### config.mk
export PLATFORM = sky130hd
export DESIGN_NAME = xml_entity_decoder
export DESIGN_NICKNAME = d
export VERILOG_FILES = /design/src/sv/xed_pkg.sv /design/src/sv/xed_front.sv /design/src/sv/xed_queue.sv /design/src/sv/xed_back.sv /design/src/sv/xml_entity_decoder.sv
export SDC_FILE = /design/constraint.sdc
export NUM_CORES = 1
export LEC_CHECK = 0
export BUFFER_PORTS_ARGS = -buffer_cell sky130_fd_sc_hd__buf_2
export CAP_MARGIN = 30
export CORE_MARGIN = 2
export CORE_UTILIZATION = 60
export DETAILED_ROUTE_END_ITERATION = 8
export GPL_TIMING_DRIVEN = 0
export PLACE_DENSITY = 0.77
export REMOVE_ABC_BUFFERS = 1
export SLEW_MARGIN = 20
export SYNTH_ARGS = -nofsm -noshare
export SYNTH_HDL_FRONTEND = slang
export SYNTH_HIERARCHICAL = 1
export SYNTH_SLANG_ARGS = --single-unit
export TNS_END_PERCENT = 100
### constraint.sdc
create_clock -name clk_i -period 7.4 [get_ports clk_i]
set_input_delay 1.48 -clock clk_i [delete_from_list [all_inputs] [get_ports clk_i]]
set_output_delay 1.48 -clock clk_i [all_outputs]
set_load 0.01 [all_outputs]
### src/sv/xed_pkg.sv
`timescale 1ns / 1ps
`default_nettype none

package xed_pkg;

  // Hold store: the ampersand plus up to four name bytes
  localparam int unsigned HoldDepth = 5;
  // Most output bytes one item can cause: full flush plus the current byte
  localparam int unsigned MaxOut    = 6;
  localparam int unsigned EntCount  = 5;
  localparam int unsigned CountW    = 3;
  localparam int unsigned QueueDepth = 4;

  localparam logic [7:0] AmpChar = 8'h26;

  // One queued run of output bytes, caused by one input item
  typedef struct packed {
    logic [MaxOut-1:0][7:0] bytes;
    logic [CountW-1:0]      count;
    logic                   last;
  } xed_entry_t;

  // Name length of an entity, semicolon included
  function automatic logic [CountW-1:0] ent_len(input logic [2:0] e);
    logic [CountW-1:0] len;
    case (e)
      3'd0:    len = 3'd3;
      3'd1:    len = 3'd3;
      3'd2:    len = 3'd4;
      3'd3:    len = 3'd5;
      3'd4:    len = 3'd5;
      default: len = 3'd0;
    endcase
    return len;
  endfunction

  // Name byte i of an entity (lt; gt; amp; quot; apos;)
  function automatic logic [7:0] ent_char(input logic [2:0] e, input logic [2:0] i);
    logic [7:0] ch;
    ch = 8'h00;
    case (e)
      3'd0: begin
        case (i)
          3'd0:    ch = "l";
          3'd1:    ch = "t";
          3'd2:    ch = ";";
          default: ch = 8'h00;
        endcase
      end
      3'd1: begin
        case (i)
          3'd0:    ch = "g";
          3'd1:    ch = "t";
          3'd2:    ch = ";";
          default: ch = 8'h00;
        endcase
      end
      3'd2: begin
        case (i)
          3'd0:    ch = "a";
          3'd1:    ch = "m";
          3'd2:    ch = "p";
          3'd3:    ch = ";";
          default: ch = 8'h00;
        endcase
      end
      3'd3: begin
        case (i)
          3'd0:    ch = "q";
          3'd1:    ch = "u";
          3'd2:    ch = "o";
          3'd3:    ch = "t";
          3'd4:    ch = ";";
          default: ch = 8'h00;
        endcase
      end
      3'd4: begin
        case (i)
          3'd0:    ch = "a";
          3'd1:    ch = "p";
          3'd2:    ch = "o";
          3'd3:    ch = "s";
          3'd4:    ch = ";";
          default: ch = 8'h00;
        endcase
      end
      default: ch = 8'h00;
    endcase
    return ch;
  endfunction

  // Decoded character of an entity
  function automatic logic [7:0] ent_value(input logic [2:0] e);
    logic [7:0] v;
    case (e)
      3'd0:    v = "<";
      3'd1:    v = ">";
      3'd2:    v = "&";
      3'd3:    v = 8'h22;
      3'd4:    v = 8'h27;
      default: v = 8'h00;
    endcase
    return v;
  endfunction

endpackage

`default_nettype wire

### src/sv/xed_front.sv
`timescale 1ns / 1ps
`default_nettype none

module xed_front (
  input  wire logic              clk_i,
  input  wire logic              rst_ni,
  input  wire logic              in_valid_i,
  output logic                   in_ready_o,
  input  wire logic [7:0]        in_char_i,
  input  wire logic              in_last_i,
  input  wire logic              full_i,
  output logic                   push_o,
  output xed_pkg::xed_entry_t    entry_o
);

  logic [xed_pkg::HoldDepth-1:0][7:0] held_q;
  logic [xed_pkg::CountW-1:0]         held_count_q, held_count_d;
  logic                               hold_we;
  logic [xed_pkg::CountW-1:0]         hold_idx;
  logic                               accept;

  assign in_ready_o = !full_i;
  assign accept     = in_valid_i && !full_i;

  // Classify the byte against the held prefix and build the output run
  always_comb begin
    logic [xed_pkg::CountW-1:0]         cnt;
    logic [xed_pkg::HoldDepth-1:0][7:0] cand;
    logic                               is_amp;
    logic                               pm;
    logic                               found;
    logic                               full_match;
    logic [7:0]                         dec;
    cnt = (held_count_q > 3'(xed_pkg::HoldDepth)) ? 3'(xed_pkg::HoldDepth) : held_count_q;
    is_amp = (in_char_i == xed_pkg::AmpChar);
    for (int i = 0; i < xed_pkg::HoldDepth - 1; i++) begin
      cand[i] = (3'(i + 1) < cnt) ? held_q[i+1] : in_char_i;
    end
    cand[xed_pkg::HoldDepth-1] = in_char_i;

    // First entity whose name starts with the candidate wins
    found      = 1'b0;
    full_match = 1'b0;
    dec        = 8'h00;
    for (int e = 0; e < xed_pkg::EntCount; e++) begin
      pm = (cnt <= xed_pkg::ent_len(3'(e)));
      for (int i = 0; i < xed_pkg::HoldDepth; i++) begin
        if (3'(i) < cnt && cand[i] != xed_pkg::ent_char(3'(e), 3'(i))) pm = 1'b0;
      end
      if (!found && pm) begin
        found      = 1'b1;
        full_match = (cnt == xed_pkg::ent_len(3'(e)));
        dec        = xed_pkg::ent_value(3'(e));
      end
    end

    // Default run: held bytes literally, then the current byte
    for (int i = 0; i < xed_pkg::HoldDepth; i++) begin
      entry_o.bytes[i] = (3'(i) < cnt) ? held_q[i] : in_char_i;
    end
    entry_o.bytes[xed_pkg::MaxOut-1] = in_char_i;
    entry_o.last  = in_last_i;
    entry_o.count = '0;
    held_count_d  = held_count_q;
    hold_we       = 1'b0;
    hold_idx      = '0;

    if (cnt == '0) begin
      if (is_amp && !in_last_i) begin
        hold_we      = 1'b1;
        held_count_d = 3'd1;
      end else begin
        entry_o.count = 3'd1;
      end
    end else if (found && full_match) begin
      entry_o.bytes[0] = dec;
      entry_o.count    = 3'd1;
      held_count_d     = '0;
    end else if (found && !in_last_i && cnt < 3'(xed_pkg::HoldDepth)) begin
      hold_we      = 1'b1;
      hold_idx     = cnt;
      held_count_d = 3'(cnt + 3'd1);
    end else if (found) begin
      entry_o.count = 3'(cnt + 3'd1);
      held_count_d  = '0;
    end else begin
      held_count_d = '0;
      if (is_amp && !in_last_i) begin
        entry_o.count = cnt;
        hold_we       = 1'b1;
        held_count_d  = 3'd1;
      end else begin
        entry_o.count = 3'(cnt + 3'd1);
      end
    end
  end

  assign push_o = accept && (entry_o.count != '0);

  // Advance the hold count on each accepted item
  always_ff @(posedge clk_i or negedge rst_ni) begin
    if (!rst_ni) begin
      held_count_q <= '0;
    end else if (accept) begin
      held_count_q <= held_count_d;
    end
  end

  // Store a held byte
  always_ff @(posedge clk_i) begin
    if (accept && hold_we) begin
      held_q[hold_idx] <= in_char_i;
    end
  end

endmodule

`default_nettype wire

### src/sv/xed_queue.sv
`timescale 1ns / 1ps
`default_nettype none

module xed_queue #(
  parameter int unsigned Depth = xed_pkg::QueueDepth
) (
  input  wire logic                 clk_i,
  input  wire logic                 rst_ni,
  input  wire logic                 push_i,
  input  wire xed_pkg::xed_entry_t  push_entry_i,
  output logic                      full_o,
  input  wire logic                 pop_i,
  output logic                      empty_o,
  output xed_pkg::xed_entry_t       head_o
);

  localparam int unsigned PtrW = (Depth > 1) ? $clog2(Depth) : 1;
  localparam int unsigned CntW = $clog2(Depth + 1);

  xed_pkg::xed_entry_t mem_q [Depth];
  logic [PtrW-1:0]     wr_ptr_q, wr_ptr_d;
  logic [PtrW-1:0]     rd_ptr_q, rd_ptr_d;
  logic [CntW-1:0]     count_q, count_d;

  assign full_o  = (count_q == CntW'(Depth));
  assign empty_o = (count_q == '0);
  assign head_o  = mem_q[rd_ptr_q];

  // Advance pointers and occupancy
  always_comb begin
    wr_ptr_d = wr_ptr_q;
    rd_ptr_d = rd_ptr_q;
    count_d  = count_q;
    if (push_i) begin
      wr_ptr_d = (wr_ptr_q == PtrW'(Depth - 1)) ? '0 : PtrW'(wr_ptr_q + 1'b1);
    end
    if (pop_i) begin
      rd_ptr_d = (rd_ptr_q == PtrW'(Depth - 1)) ? '0 : PtrW'(rd_ptr_q + 1'b1);
    end
    case ({push_i, pop_i})
      2'b10:   count_d = CntW'(count_q + 1'b1);
      2'b01:   count_d = CntW'(count_q - 1'b1);
      default: count_d = count_q;
    endcase
  end

  always_ff @(posedge clk_i or negedge rst_ni) begin
    if (!rst_ni) begin
      wr_ptr_q <= '0;
      rd_ptr_q <= '0;
      count_q  <= '0;
    end else begin
      wr_ptr_q <= wr_ptr_d;
      rd_ptr_q <= rd_ptr_d;
      count_q  <= count_d;
    end
  end

  // Write the pushed run
  always_ff @(posedge clk_i) begin
    if (push_i) begin
      mem_q[wr_ptr_q] <= push_entry_i;
    end
  end

endmodule

`default_nettype wire

### src/sv/xed_back.sv
`timescale 1ns / 1ps
`default_nettype none

module xed_back (
  input  wire logic                 clk_i,
  input  wire logic                 rst_ni,
  input  wire logic                 empty_i,
  input  wire xed_pkg::xed_entry_t  head_i,
  output logic                      pop_o,
  output logic                      out_valid_o,
  input  wire logic                 out_ready_i,
  output logic [7:0]                out_char_o,
  output logic                      out_run_end_o,
  output logic                      out_string_end_o
);

  logic [xed_pkg::CountW-1:0] idx_q, idx_d;
  logic                       out_valid_q, out_valid_d;
  logic [7:0]                 out_char_q;
  logic                       run_end_q, string_end_q;
  logic                       load;
  logic                       is_end;

  assign load   = !empty_i && (!out_valid_q || out_ready_i);
  assign is_end = (idx_q == 3'(head_i.count - 3'd1));
  assign pop_o  = load && is_end;

  // Step through the head run one byte per load
  always_comb begin
    idx_d       = idx_q;
    out_valid_d = out_valid_q;
    if (load) begin
      out_valid_d = 1'b1;
      idx_d       = is_end ? '0 : 3'(idx_q + 3'd1);
    end else if (out_ready_i) begin
      out_valid_d = 1'b0;
    end
  end

  always_ff @(posedge clk_i or negedge rst_ni) begin
    if (!rst_ni) begin
      idx_q       <= '0;
      out_valid_q <= 1'b0;
    end else begin
      idx_q       <= idx_d;
      out_valid_q <= out_valid_d;
    end
  end

  // Load the output register
  always_ff @(posedge clk_i) begin
    if (load) begin
      out_char_q   <= head_i.bytes[idx_q];
      run_end_q    <= is_end;
      string_end_q <= is_end && head_i.last;
    end
  end

  assign out_valid_o      = out_valid_q;
  assign out_char_o       = out_char_q;
  assign out_run_end_o    = run_end_q;
  assign out_string_end_o = string_end_q;

endmodule

`default_nettype wire

### src/sv/xml_entity_decoder.sv
`timescale 1ns / 1ps
`default_nettype none

// Predefined XML entity decoder. Text bytes enter one per item with a flag on
// the final byte; &lt; &gt; &amp; &quot; &apos; leave as their single
// character and anything else leaves literally, with run_end on the last byte
// an item causes and string_end on the last byte of the string. The front end
// accepts one item per cycle whenever the run queue (QueueDepth entries) has
// room; an accepted byte passes through the queue and then the output
// register before it shows. The output port moves one byte per cycle while
// out_ready is high, so an item that flushes a broken entity (up to six bytes)
// leaves them one after another, and a held ampersand or name byte produces
// nothing until the entity ends. No clearing pass is needed after reset.
module xml_entity_decoder #(
  parameter int unsigned QueueDepth = xed_pkg::QueueDepth
) (
  input  wire logic       clk_i,
  input  wire logic       rst_ni,
  input  wire logic       in_valid_i,
  output logic            in_ready_o,
  input  wire logic [7:0] in_char_i,
  input  wire logic       in_last_i,
  output logic            out_valid_o,
  input  wire logic       out_ready_i,
  output logic [7:0]      out_char_o,
  output logic            out_run_end_o,
  output logic            out_string_end_o
);

  xed_pkg::xed_entry_t push_entry;
  xed_pkg::xed_entry_t head;
  logic                push;
  logic                full;
  logic                pop;
  logic                empty;

  xed_front u_front (
    .clk_i      (clk_i),
    .rst_ni     (rst_ni),
    .in_valid_i (in_valid_i),
    .in_ready_o (in_ready_o),
    .in_char_i  (in_char_i),
    .in_last_i  (in_last_i),
    .full_i     (full),
    .push_o     (push),
    .entry_o    (push_entry)
  );

  xed_queue #(
    .Depth (QueueDepth)
  ) u_queue (
    .clk_i        (clk_i),
    .rst_ni       (rst_ni),
    .push_i       (push),
    .push_entry_i (push_entry),
    .full_o       (full),
    .pop_i        (pop),
    .empty_o      (empty),
    .head_o       (head)
  );

  xed_back u_back (
    .clk_i            (clk_i),
    .rst_ni           (rst_ni),
    .empty_i          (empty),
    .head_i           (head),
    .pop_o            (pop),
    .out_valid_o      (out_valid_o),
    .out_ready_i      (out_ready_i),
    .out_char_o       (out_char_o),
    .out_run_end_o    (out_run_end_o),
    .out_string_end_o (out_string_end_o)
  );

endmodule

`default_nettype wire

Yosys cells after proc, flatten, opt, wreduce, memory -nomap -nowiden:

Memory sizes are Yosys's and may differ from the RTL's.
Index checks and enable logic that the tools add are counted.
W data, S select, Z words.

* add/sub/neg operators: 7
* magnitude comparators: 13
* eq/ne operators: 28
* muxes and demuxes: 86
* reductions and logical operators: 49

Operators by type and width (number)
* $ne A8 B7 Y1 const B: 12
* $mux W8: 9
* $mux W3: 20
* $mux W1: 46
* $bwmux W40: 1
* $logic_and A1 B1 Y1: 32
* $mux W6: 5
* $bmux W8 S3: 1
* $demux W8 S3: 1
* $ne A8 B6 Y1 const B: 3
* $eq A3 B3 Y1: 6
* $reduce_bool A8 Y1: 2
* $add A3 B1 Y3 const B: 3
* $eq A8 B6 Y1 const B: 1
* $logic_not A1 Y1: 8
* $lt A3 B4 Y1 const B: 2
* $eq A2 B2 Y1 const B: 3
* $le A3 B3 Y1 const B: 2
* $logic_not A3 Y1: 2
* $lt A1 B3 Y1 const A: 2
* $lt A2 B3 Y1 const A: 2
* $pmux W3 S2: 1
* $sub A3 B1 Y3 const B: 2
* $add A2 B1 Y2 const B: 2
* other kinds (13): 15

* register bits after elaboration: 64
* memory bits (writable): 208
* output and inout port bits: 12
* logic and storage cells: 198
* memories: 1

Memory list
* u_queue.mem_q: depth 4, bits a word 52, read ports 1, clocked after memory_dff 0, write ports 1, RTL line xed_queue.sv:20 `xed_pkg::xed_entry_t mem_q [Depth];`

Logic depth before layout (Yosys ltp):

* depth in word-level cells: 34
* gate-level depth with buffers: 18
* mapped depth without buffers: 17

Hierarchy:

Netlist, hierarchy kept.

By module, submodules not included
* xed_queue: times used 1, cells an instance 310, area an instance 7988.9 µm²
* xed_front: times used 1, cells an instance 333, area an instance 3094.2 µm²
* xed_back: times used 1, cells an instance 74, area an instance 1012.2 µm²

Least setup slack after synthesis:

Ideal clock, no wire load.

* kind: in2reg
* start point: input port in_char_i[7]
* end point: memory u_queue/mem_q[0][0] in the netlist's numbering (enable)
* arrival: 4.955 ns
* data required time: 6.985 ns
* path slack: 2.030 ns
* stages on the path: 10
* path through: buf_4 nand2b_1 or4_1 a221oi_1 o211ai_1 o31ai_1 o211a_2 a311o_1 o2bb2ai_1 and2_1

RTL lines
* start, declared: RTL line xml_entity_decoder.sv:21 `input wire logic [7:0] in_char_i,`
* end, declared: RTL line xed_queue.sv:20

==> results.tsv <==
metric	value	unit
Cell variety after synth	85	
clock sinks	272	
H-tree level count	1	
Num CTS Buffers	28	
initial antenna violation count	0	
drt pass-1 iters	5	
# setup viols final	0	
Hold Violations, Final	0	
CP max FO	19	
critical path endpoint	u_queue/count_q[1]	
Peak VDD IR	0.498	mV
setup slack at placement	1750	ps
crit-path cells	buf_2 > nand2b_1 > or4_1 > a221oi_1 > o211ai_1 > o31ai_1 > o211a_2 > a311o_1 > o2bb2ai_1 > inv_1 > ha_1 > inv_1 > fa_1 > mux2i_1	
placeable core area	19700	sq um
total gr overflow	0	
Fin Setup TNS	0	ps
hold crit path type	reg2reg	
Rows	51	
Post-CTS Hold Fix Bufs	0	
Clock Path Buffers	3	
most numerous cell in the Yosys netlist	edfxtp_1	
Total Routing Usage GR	0.249	
slew margin rel.	0.351	
critical path arrival	5660	ps
Ports	25	
DP HPWL	16400	microns
Setup CP Type	in2reg	
hold path startpoint	u_queue/count_q[0]	
Mapped Area	12100	sq um
finished layout cell area	13200	sq um
unrepaired setup endpoints after global routing	no	
critical path's most frequent cell	inv_1	
Root Driver	clkbuf_16	
crit path capture type	register	
required time of the critical path	7860	ps
gp weighted congestion	0.914	
WL/cell	25.7	microns
# Post-CTS Setup Buffers	0	
slowest CP cell	or4_1	
Synth area leaders	edfxtp_1, mux4_2, dfrtp_1, nand2_1, mux4_1	
TritonCTS clock tree	done	
synth-to-layout area growth	9.49	%
syn_area_per_cell	16.9	sq um
Leak	4.53	nW
Seq/Total Area, Yosys	0.669	
Multi-input gate area	3560	sq um
clock latency on the worst-skew pair	550	ps
Post-DP Area	12400	sq um
Die H	146	microns
total power	5.94	mW
Max Fclk	192	MHz
Synth top area share	0.641	
Initial Util	0.615	
vias	6656	
reg2reg end	u_queue/count_q[1]	
# DRC	0	
layout cells sized above 1	0.221	
ANT cells	0	
die width	146	microns
Primary FF master, synth	edfxtp_1	
largest net degree at the start of global routing	34	
worst reg2reg path depth	14	
DIE AREA	21300	sq um
nets	759	
Final min period	5200	ps
DR iter-0 viols	730	
worst stage delay on the critical path	550	ps
Vias per Instance	6.54	
final WL	26100	microns
Critical Path Source	in_char_i[5]	
ANT nets after route	0	
Post-synth top cells	edfxtp_1, nand2_1, mux4_2, inv_1, buf_2	
Port Buffers	24	
Gate Count Post-Synth	717	
Yosys warning count	6	
CP Launch Type	input pin	
CTS resizes	0	
FFs w/ async S/R, synth	0.0515	
Clock Skew	14.1	ps
FF+latch count, synth	272	
max-slew violations	0	
Max Cap Viol	0	
Storage cell area	8110	sq um
crit share post-route	0.703	
Synth area leader	edfxtp_1	
Reg clk slew, reported paths	60	ps
# fillers	1317	
Worst Tran Pin Value	970	ps
status	finished, final reports clean	
final worst slack	2200	ps
EDFF count, synth	258	
global-route wire length before repair	40200	microns
Pwr Density	448	nW/um^2
vias in the first global route	6829	
internal reg-to-reg setup slack	2370	ps
reg2reg start	u_front/held_count_q[2]	
## kinds of logic after synthesis
logic type               share of synthesized area
AO/OA/AOI/OAI                               0.0505
XOR/XNOR                                   0.00683
AND/OR/NAND/NOR                             0.0846
adder cells (fa/ha/maj)                     0.0130
buffers and inverters                       0.0382
flip-flops                                   0.669
multiplexers                                 0.137
## worst min-delay path by stage
| stage | end | slack (ps) | cells after the start |
|---|---|---|---|
| finish | u_queue/count_q[0] | 500 | 1 |
| global route | u_queue/count_q[0] | 510 | 1 |
| CTS | u_queue/count_q[0] | 500 | 1 |
| detailed placement | u_queue/count_q[0] | 490 | 1 |
| global placement | u_queue/count_q[2] | 480 | 1 |
| floorplan | u_back/out_valid_o | 460 | 2 |
## power by group
group | switching (mW) | internal, mW | total, mW
clock | 0.547 | 0.780 | 1.33
sequential | 0.273 | 2.33 | 2.60
combinational | 1.14 | 0.867 | 2.01
## sequential cells by signal (all words and copies together) (netlist names)
signal / flops
u_queue/mem_q: 208
u_front/held_count_q: 3
u_back/out_string_end_o: 1
u_queue/count_q: 3
u_queue/rd_ptr_q: 2
u_back/out_char_o: 8
u_back/out_valid_o: 1
u_back/out_run_end_o: 1
u_front/held_q: 40
u_back/idx_q: 3
u_queue/wr_ptr_q: 2
## layout make-up
cell class                 count  area share
timing repair buffer          34      0.0215
multi-input combinational    374       0.269
inverter                      24     0.00680
clock buffer                  36      0.0567
tap                          265      0.0250
clock inverter                12     0.00898
sequential                   272       0.612
## stage by stage
step           hold WS (ps)   util  instances
2_1_floorplan           457      -        670
3_3_place_gp            477  0.619        959
3_5_place_dp            487  0.629        968
4_1_cts                 497  0.673       1016
5_1_grt                 513  0.674       1017
6_report                499  0.674       1017
## routing by layer
metal,part of all wire,global-route usage,vias to the layer above
li1,-,-,2862
met1,0.41,0.353,3429
met2,0.50,0.406,297
met3,0.064,0.0379,68
met4,0.033,0.0801,0
met5,0,0,-
## worst max-delay path: cells and delay by family
| kind | cells | cell delay [ps] |
|---|---|---|
| mux | 1 | 150 |
| compound gates | 6 | 2000 |
| simple gates | 2 | 750 |
| buf+inv | 3 | 580 |
| fa+ha+maj | 2 | 690 |
## cell usage in the layout (no fill, tap or decap), drive strengths merged, types with 4 or more instances in the layout
| master | instances |
|---|---|
| inv | 24 |
| buf | 34 |
| ha | 11 |
| edfxtp | 258 |
| nor3 | 8 |
| nor2b | 7 |
| o211ai | 5 |
| nor3b | 6 |
| nor4 | 5 |
| nand3b | 6 |
| dfrtp | 14 |
| nor4b | 5 |
| nand2b | 6 |
| o22ai | 9 |
| xor2 | 4 |
| a21oi | 14 |
| nand4 | 4 |
| clkinv | 10 |
| clkbuf | 36 |
| mux2i | 13 |
| o21ai | 11 |
| mux4 | 60 |
| nand3 | 14 |
| nand2 | 92 |
| mux2 | 11 |
| a21o | 4 |
| and2 | 6 |
| a211oi | 4 |
| nor2 | 13 |
(Power assumes the default switching activity.)
